==> config.mk <==
export PLATFORM = sky130hd
export DESIGN_NAME = baud_divisor_search_core
export DESIGN_NICKNAME = d
export VERILOG_FILES = /design/src/bds_pkg.sv /design/src/bds_div.sv /design/src/bds_ctrl.sv /design/src/baud_divisor_search_core.sv
export SDC_FILE = /design/constraint.sdc
export NUM_CORES = 1
export LEC_CHECK = 0
export ABC_AREA = 0
export BUFFER_PORTS_ARGS = -buffer_cell sky130_fd_sc_hd__buf_2
export CORE_AREA = 2 2 143 145
export CTS_CLUSTER_DIAMETER = 200
export DETAILED_ROUTE_END_ITERATION = 10
export DIE_AREA = 0 0 145 147
export PLACE_DENSITY = 0.78
export SYNTH_ARGS = -nofsm -noshare
export SYNTH_HDL_FRONTEND = slang
export SYNTH_SLANG_ARGS = --single-unit
export TNS_END_PERCENT = 1
==> constraint.sdc <==
create_clock -name i_clk -period 4.7 [get_ports i_clk]
set_clock_uncertainty 0.15 [all_clocks]
set_input_delay 0 -clock i_clk [delete_from_list [all_inputs] [get_ports i_clk]]
set_output_delay 0 -clock i_clk [all_outputs]
set_load 0.01 [all_outputs]
==> src/bds_pkg.sv <==
// shared types and constants for the baud divisor search block
// no dependencies; imported by every module of the block
package bds_pkg;

    // field widths of the transaction payloads
    localparam int FIELD_W = 27;
    localparam int EXP_W   = 4;
    localparam int COUNT_W = 9;

    // search limits and special answers
    localparam int MAX_PRESCALE_LOG2_DEF = 9;
    localparam int COUNT_LIMIT           = 256;
    localparam int SLOW_COUNT            = 255;
    localparam int CLOCK_RESET           = 32000000;

    // one search result as handed from the sequencer to the output register
    typedef struct packed {
        logic [EXP_W-1:0]   exponent;
        logic [COUNT_W-1:0] count;
        logic               slow;
    } t_result;

endpackage

==> src/bds_div.sv <==
// restoring serial divider, one quotient bit per cycle
// depends on bds_pkg; shared by every prescale trial of bds_ctrl
module bds_div #(
    parameter int DIV_W = bds_pkg::FIELD_W + bds_pkg::MAX_PRESCALE_LOG2_DEF
) (
    input  logic                        i_clk,
    input  logic                        i_rst_n,
    input  logic                        i_start,
    input  logic [bds_pkg::FIELD_W-1:0] i_dividend,
    input  logic [DIV_W-1:0]            i_divisor,
    output logic                        o_done,
    output logic [bds_pkg::FIELD_W-1:0] o_quotient,
    output logic [bds_pkg::FIELD_W-1:0] o_remainder
);
    import bds_pkg::*;

    localparam int CNT_W = $clog2(FIELD_W);

    logic               r_busy;
    logic               r_done;
    logic [CNT_W-1:0]   r_cnt;
    logic [FIELD_W-1:0] r_rem;
    logic [FIELD_W-1:0] r_quo;
    logic [DIV_W-1:0]   r_div;

    logic [FIELD_W:0]   shifted;
    logic [DIV_W-1:0]   shifted_x;
    logic               ge;
    logic [DIV_W-1:0]   diff;
    logic [FIELD_W-1:0] n_rem;

    // one compare-and-subtract step
    always_comb begin
        shifted   = {r_rem, r_quo[FIELD_W-1]};
        shifted_x = DIV_W'(shifted);
        ge        = (shifted_x >= r_div);
        diff      = shifted_x - r_div;
        n_rem     = ge ? diff[FIELD_W-1:0] : shifted[FIELD_W-1:0];
    end

    // step sequencing
    always_ff @(posedge i_clk) begin
        if (!i_rst_n) begin
            r_busy <= 1'b0;
            r_done <= 1'b0;
        end else begin
            r_done <= 1'b0;
            if (i_start) begin
                r_busy <= 1'b1;
                r_cnt  <= CNT_W'(FIELD_W - 1);
                r_rem  <= '0;
                r_quo  <= i_dividend;
                r_div  <= i_divisor;
            end else if (r_busy) begin
                r_rem <= n_rem;
                r_quo <= {r_quo[FIELD_W-2:0], ge};
                r_cnt <= r_cnt - 1'b1;
                if (r_cnt == '0) begin
                    r_busy <= 1'b0;
                    r_done <= 1'b1;
                end
            end
        end
    end

    assign o_done      = r_done;
    assign o_quotient  = r_quo;
    assign o_remainder = r_rem;

    // done only closes a running division
    a_done_after_busy: assert property (@(posedge i_clk) disable iff (!i_rst_n)
        r_done |-> $past(r_busy))
        else $error("divider done without a running division");

    // no new division while one is running
    a_no_restart: assert property (@(posedge i_clk) disable iff (!i_rst_n)
        r_busy |-> !i_start)
        else $error("divider started while busy");

    // remainder is reduced below a nonzero divisor
    a_rem_reduced: assert property (@(posedge i_clk) disable iff (!i_rst_n)
        (r_done && r_div != '0) |-> (DIV_W'(r_rem) < r_div))
        else $error("divider remainder not below divisor");

endmodule

==> src/bds_ctrl.sv <==
// sequencer over prescale trials, rounding and result hold
// depends on bds_pkg; drives the shared divider bds_div
module bds_ctrl #(
    parameter int MAX_PRESCALE_LOG2 = bds_pkg::MAX_PRESCALE_LOG2_DEF,
    parameter int DIV_W             = bds_pkg::FIELD_W + bds_pkg::MAX_PRESCALE_LOG2_DEF
) (
    input  logic                        i_clk,
    input  logic                        i_rst_n,
    input  logic                        i_in_valid,
    output logic                        o_in_stall,
    input  logic [bds_pkg::FIELD_W-1:0] i_target_baud,
    output logic                        o_div_start,
    output logic [DIV_W-1:0]            o_div_divisor,
    input  logic                        i_div_done,
    input  logic [bds_pkg::FIELD_W-1:0] i_div_quotient,
    input  logic [bds_pkg::FIELD_W-1:0] i_div_remainder,
    output logic                        o_res_valid,
    input  logic                        i_res_take,
    output bds_pkg::t_result            o_res
);
    import bds_pkg::*;

    localparam int E_W = $clog2(MAX_PRESCALE_LOG2 + 1);

    typedef enum logic [1:0] {
        S_IDLE,
        S_DIV,
        S_HOLD
    } t_state;

    t_state             r_state;
    logic               r_start;
    logic [FIELD_W-1:0] r_target;
    logic [E_W-1:0]     r_e;
    t_result            r_res;

    logic               q_fail;
    logic               last_trial;
    logic               round_up;
    t_result            slow_res;

    // trial divisor and decision on the finished quotient
    always_comb begin
        o_div_divisor = DIV_W'(r_target) << r_e;
        q_fail        = ((r_e == '0) && (i_div_quotient > FIELD_W'(1)))
                        || (i_div_quotient > FIELD_W'(COUNT_LIMIT));
        last_trial    = (r_e == E_W'(MAX_PRESCALE_LOG2));
        round_up      = (i_div_quotient != FIELD_W'(COUNT_LIMIT))
                        && (DIV_W'({i_div_remainder, 1'b0}) > o_div_divisor);
        slow_res.exponent = EXP_W'(MAX_PRESCALE_LOG2);
        slow_res.count    = COUNT_W'(SLOW_COUNT);
        slow_res.slow     = 1'b1;
    end

    // search sequencer
    always_ff @(posedge i_clk) begin
        if (!i_rst_n) begin
            r_state <= S_IDLE;
            r_start <= 1'b0;
        end else begin
            r_start <= 1'b0;
            case (r_state)
                S_IDLE: begin
                    if (i_in_valid) begin
                        r_target <= i_target_baud;
                        r_e      <= '0;
                        if (i_target_baud == '0) begin
                            r_res   <= slow_res;
                            r_state <= S_HOLD;
                        end else begin
                            r_start <= 1'b1;
                            r_state <= S_DIV;
                        end
                    end
                end
                S_DIV: begin
                    if (i_div_done) begin
                        if (q_fail) begin
                            if (last_trial) begin
                                r_res   <= slow_res;
                                r_state <= S_HOLD;
                            end else begin
                                r_e     <= r_e + 1'b1;
                                r_start <= 1'b1;
                            end
                        end else begin
                            r_res.exponent <= EXP_W'(r_e);
                            r_res.count    <= COUNT_W'(i_div_quotient)
                                              + COUNT_W'(round_up);
                            r_res.slow     <= 1'b0;
                            r_state        <= S_HOLD;
                        end
                    end
                end
                S_HOLD: begin
                    if (i_res_take) begin
                        r_state <= S_IDLE;
                    end
                end
                default: begin
                    r_state <= S_IDLE;
                end
            endcase
        end
    end

    assign o_in_stall  = (r_state != S_IDLE);
    assign o_div_start = r_start;
    assign o_res_valid = (r_state == S_HOLD);
    assign o_res       = r_res;

    // divider is started only inside a search
    a_start_in_search: assert property (@(posedge i_clk) disable iff (!i_rst_n)
        r_start |-> (r_state == S_DIV))
        else $error("divider start outside a search");

    // a found count never passes the limit
    a_count_limit: assert property (@(posedge i_clk) disable iff (!i_rst_n)
        (r_state == S_HOLD && !r_res.slow) |-> (r_res.count <= COUNT_W'(COUNT_LIMIT)))
        else $error("down count above limit");

    // the too-slow answer is the slowest setting
    a_slow_answer: assert property (@(posedge i_clk) disable iff (!i_rst_n)
        (r_state == S_HOLD && r_res.slow) |->
        (r_res.exponent == EXP_W'(MAX_PRESCALE_LOG2)
         && r_res.count == COUNT_W'(SLOW_COUNT)))
        else $error("too-slow result is not the slowest setting");

endmodule

==> src/baud_divisor_search_core.sv <==
// baud divisor search: up to MAX_PRESCALE_LOG2+1 trials, each one serial divide on bds_div
// each trial is a start, a load and one step per quotient bit; trials = chosen exponent + 1;
// then the result moves to the output register; every trial runs when no prescaler fits
// one transaction in flight; next input taken the cycle after the result moves to the output
// register; a zero target skips the divider and goes straight to the result hold
// synchronous active-low reset: reference clock back to 32 MHz, pipeline emptied
module baud_divisor_search_core #(
    parameter int MAX_PRESCALE_LOG2 = bds_pkg::MAX_PRESCALE_LOG2_DEF
) (
    input  logic                        i_clk,
    input  logic                        i_rst_n,
    input  logic                        i_cfg_valid,
    output logic                        o_cfg_ready,
    input  logic [bds_pkg::FIELD_W-1:0] i_ref_clock_hz,
    input  logic                        i_in_valid,
    output logic                        o_in_stall,
    input  logic [bds_pkg::FIELD_W-1:0] i_target_baud,
    output logic                        o_out_valid,
    input  logic                        i_out_stall,
    output logic [bds_pkg::EXP_W-1:0]   o_prescale_exponent,
    output logic [bds_pkg::COUNT_W-1:0] o_down_count,
    output logic                        o_too_slow
);
    import bds_pkg::*;

    localparam int DIV_W = FIELD_W + MAX_PRESCALE_LOG2;

    logic [FIELD_W-1:0] r_ref_clock_hz;
    logic               r_out_valid;
    t_result            r_out;

    logic               div_start;
    logic [DIV_W-1:0]   div_divisor;
    logic               div_done;
    logic [FIELD_W-1:0] div_quotient;
    logic [FIELD_W-1:0] div_remainder;
    logic               res_valid;
    logic               res_take;
    t_result            res;

    // configuration register
    always_ff @(posedge i_clk) begin
        if (!i_rst_n) begin
            r_ref_clock_hz <= FIELD_W'(CLOCK_RESET);
        end else if (i_cfg_valid) begin
            r_ref_clock_hz <= i_ref_clock_hz;
        end
    end

    assign o_cfg_ready = 1'b1;

    // shared divider
    bds_div #(
        .DIV_W(DIV_W)
    ) u_div (
        .i_clk       (i_clk),
        .i_rst_n     (i_rst_n),
        .i_start     (div_start),
        .i_dividend  (r_ref_clock_hz),
        .i_divisor   (div_divisor),
        .o_done      (div_done),
        .o_quotient  (div_quotient),
        .o_remainder (div_remainder)
    );

    // trial sequencer
    bds_ctrl #(
        .MAX_PRESCALE_LOG2(MAX_PRESCALE_LOG2),
        .DIV_W            (DIV_W)
    ) u_ctrl (
        .i_clk           (i_clk),
        .i_rst_n         (i_rst_n),
        .i_in_valid      (i_in_valid),
        .o_in_stall      (o_in_stall),
        .i_target_baud   (i_target_baud),
        .o_div_start     (div_start),
        .o_div_divisor   (div_divisor),
        .i_div_done      (div_done),
        .i_div_quotient  (div_quotient),
        .i_div_remainder (div_remainder),
        .o_res_valid     (res_valid),
        .i_res_take      (res_take),
        .o_res           (res)
    );

    // output register, refilled when empty or when its transaction leaves
    assign res_take = !r_out_valid || !i_out_stall;

    always_ff @(posedge i_clk) begin
        if (!i_rst_n) begin
            r_out_valid <= 1'b0;
        end else if (res_take) begin
            r_out_valid <= res_valid;
            if (res_valid) begin
                r_out <= res;
            end
        end
    end

    assign o_out_valid         = r_out_valid;
    assign o_prescale_exponent = r_out.exponent;
    assign o_down_count        = r_out.count;
    assign o_too_slow          = r_out.slow;

endmodule

==> out/qor.csv <==
stage,metric,value,unit
cts,# clock sinks,187,
timing,Worst Max-Slew Pin Slew,1247,ps
cts,CTS max path bufs,2,
power_and_ir_drop,Leak,5.265,nW
timing,RSZ-0062 raised after global routing,false,
yosys,synthesized area,10720,um^2
detailed_routing,TritonRoute pass-1 iters,5,
global_routing,initial antenna violation count,0,
status,outcome,"finished, final reports clean",
global_routing,number of global-route vias before repair,8378,
critical_path,slowest cell delay on critical path,540,ps
detailed_routing,Routed WL per cell,18.04,um
final_layout,Non-Filler Instances,1449,
placed_design,post-detail-place hpwl,16.82,mm
global_routing,total track usage,0.2463,
power_and_ir_drop,Cell Int Power,0.002932,W
critical_path,Worst Setup Start Kind,flop,
final_layout,Storage cell area,5286,um^2
critical_path,Critical path origin,u_ctrl.r_e[0],
floorplan,die height,147,um
detailed_routing,DRT antenna net count,0,
floorplan,Initial Util,0.5403,
timing,final worst slack,143.7,ps
timing,"Hold Vio Cnt, Final",0,
global_routing,grt ovf,0,
power_and_ir_drop,Power Density,314.9,nW/um^2
placed_design,Port Buffers,74,
final_layout,footprint of the multi-input gates,5002,um^2
timing,fmax,0.2195,GHz
final_layout,"commonest non-fill, non-tap cell in the layout",edfxtp_1,
final_layout,final net count,1287,
critical_path,CP Class,reg -> reg,
yosys,syn_area_per_cell,10.58,um^2
detailed_routing,Vias/cell,5.807,
global_routing,largest net degree at the start of global routing,66,
yosys,asr flop ratio synth,0,
detailed_routing,DRT iter0 DRCs,617,
yosys,"Net Count, Synth",1134,
timing,Final Setup Violations,0,
power_and_ir_drop,Clk pwr share,0.371,
cts,TritonCTS Buffers,17,
yosys,Yosys reg bits,187,
power_and_ir_drop,switching power,0.001150,W
yosys,sequential element share of the synthesized area,0.4929,
final_layout,Ant. Diodes,0,
cts,Root Driver,clkbuf_16,
hold_path,Tightest Hold Check Type,in -> reg,
floorplan,die area,21320,um^2
floorplan,CORE AREA,19840,um^2
yosys,count of cell types in the netlist,62,
yosys,Synth Instances,1013,
global_routing,global-route wire length before repair,41.87,mm
floorplan,# rows,52,
yosys,top_reg_cell synth,edfxtp_1,
detailed_routing,drt drc,0,
timing,setup tns final,0,ps
detailed_routing,final wirelength,26.15,mm
final_layout,filler instances,1421,
placed_design,Placer Congestion,0.9032,
power_and_ir_drop,Comb power frac,0.155,
cts,# H-tree levels,4,
detailed_routing,total number of vias,8414,
critical_path,worst path cell trace,buf_4 > clkbuf_16 > nor2b_1 > a211oi_1 > a21oi_1 > a21oi_1 > or2_2 > ha_1 > nand4_1 > nor4_2 > nand3_1 > nand3b_1 > or4_1 > a211oi_2 > buf_4 > ha_1 > ha_2 > or3_1,
critical_path,Worst EP arrival,4600,ps
power_and_ir_drop,Net Sw Frac,0.2817,
yosys,number of synthesized flops with an enable pin,154,
timing,fin crit share,0.9694,
cts,TritonCTS clock tree,built,
placed_design,placed cell count,1324,
timing,Period minus WS final,4556,ps
critical_path,CP endpoint kind,flop,
power_and_ir_drop,total power draw,0.004082,W
final_layout,layout cell share with drive strength beyond 1,0.1645,
floorplan,I/O pin total,76,
critical_path,"delay-heaviest family, CP",simple AND/OR/NAND/NOR gates,
critical_path,Required @ worst endpoint,4740,ps
floorplan,die width,145,um
timing,Slew HR,0.1687,
power_and_ir_drop,maximum VDD drop,0.2669,mV
critical_path,FF-to-FF Start,u_ctrl.r_e[0],
power_and_ir_drop,sequential share of power,0.474,
critical_path,Crit Path Max Fanout,18,
final_layout,most frequent cells in the layout,"edfxtp_1 (154), nand2_1 (124), dlygate4sd3_1 (85), buf_2 (74), inv_1 (69)",
placed_design,pre-CTS WS,205.6,ps
yosys,YS warnings,0,
hold_path,HP Start,i_target_baud[15],
cts,Worst-Skew Late Latency,450,ps
final_layout,"Core Util, Final",0.6533,
final_layout,Area Growth Syn to Fin,20.91,%
critical_path,worst path buffer plus inverter count,3,
timing,fin. max-slew vios,0,
flow_run,MaxCap Viol Count,0,
critical_path,CP max stage cell,or4_1,
cts,Worst-path clk slew,80,ps
## cell usage after synthesis (all sizes together) (7+ instances only)
library cell | count | area, um^2
edfxtp | 154 | 4624
nand2 | 124 | 465.5
inv | 72 | 270.3
a21oi | 63 | 326.6
ha | 61 | 763.2
mux2i | 50 | 500.5
o21ai | 50 | 250.2
nor2 | 46 | 172.7
mux2 | 35 | 394.1
clkbuf | 33 | 125.1
dfxtp | 33 | 660.6
nand3 | 29 | 145.1
nor2b | 28 | 175.2
a21o | 25 | 187.7
xnor2 | 18 | 157.7
nor3 | 15 | 80.08
nor4 | 14 | 87.58
buf | 13 | 62.55
nand2b | 13 | 81.33
nand4 | 13 | 96.34
a211oi | 11 | 82.58
xor2 | 11 | 96.34
mux4 | 9 | 202.7
nand3b | 9 | 67.56
a31oi | 8 | 50.05
o21a | 8 | 60.06
or2 | 7 | 43.79
## power by group through the flow
stage	Combinational [W]	Clock, W	Sequential (W)
final	0.000634	0.00151	0.00193
after global routing	0.000699	0.00159	0.00194
after CTS	0.000605	0.00151	0.00193
after detailed placement	0.000544	0	0.00197
after global placement	0.000532	0	0.00197
after floorplan	0.000414	0	0.00195
## through the flow
step                      hold WS [ps]  area [um^2]
after detailed placement         43.68        11370
after global placement           44.11        11370
after CTS                        124.7        12850
after floorplan                 -51.13        10720
after global routing             127.4        12960
final                            141.2        12960
## sequential cells by signal, summed over array words and instances, names as in the netlist, 2 cells and up
name,count
u_div.o_quotient,27
r_ref_clock_hz,27
o_prescale_exponent,4
u_ctrl.r_state,2
u_div.r_cnt,5
u_ctrl.r_e,4
u_ctrl.o_res,14
u_div.r_div,36
u_div.o_remainder,27
o_down_count,9
u_ctrl.r_target,27
## path summary, 6_finish.rpt
check	endpoint	slack (ps)	depth (start not counted)
worst max-delay path	u_ctrl.o_res[2]	140	18
worst min-delay path	u_ctrl.r_target[15]	140	2
worst max register to register	u_ctrl.o_res[2]	140	18
worst min register to register	o_too_slow	270	0
## kinds of logic (layout without fill, tap and decap cells)
kind of cell | after synthesis | after routing | synth area share
AND/OR/NAND/NOR | 323 | 323 | 0.1489
AO/OA/AOI/OAI | 199 | 199 | 0.1160
flip-flops | 187 | 187 | 0.4929
buffers and inverters | 118 | 284 | 0.04271
multiplexers | 94 | 94 | 0.1023
adder cells (fa/ha/maj) | 62 | 62 | 0.07305
XOR/XNOR | 29 | 29 | 0.02369
other | 1 | 1 | 0.0003498
## metal layers
layer	global-route usage	share of wire
met1	0.3043	0.41
met5	0	0
met3	0.05280	0.067
met2	0.4321	0.50
met4	0.08168	0.025
## timing repair
item	4_1_cts	5_1_grt
gates resized for setup	0	9
hold buffers	85	0
endpoints found under the setup margin	0	9
endpoints found under the hold margin	63	0
buffers inserted	0	7
## final cells by class
class,instances,share of cell area
Inverter,72,0.02085
Clock buffer,18,0.03475
Timing Repair Buffer,180,0.1106
Tap cell,270,0.02606
Sequential cell,187,0.4078
Multi-Input combinational cell,708,0.3859
Clock inverter,14,0.01409
Note: power is estimated with default switching activity, not from simulation.
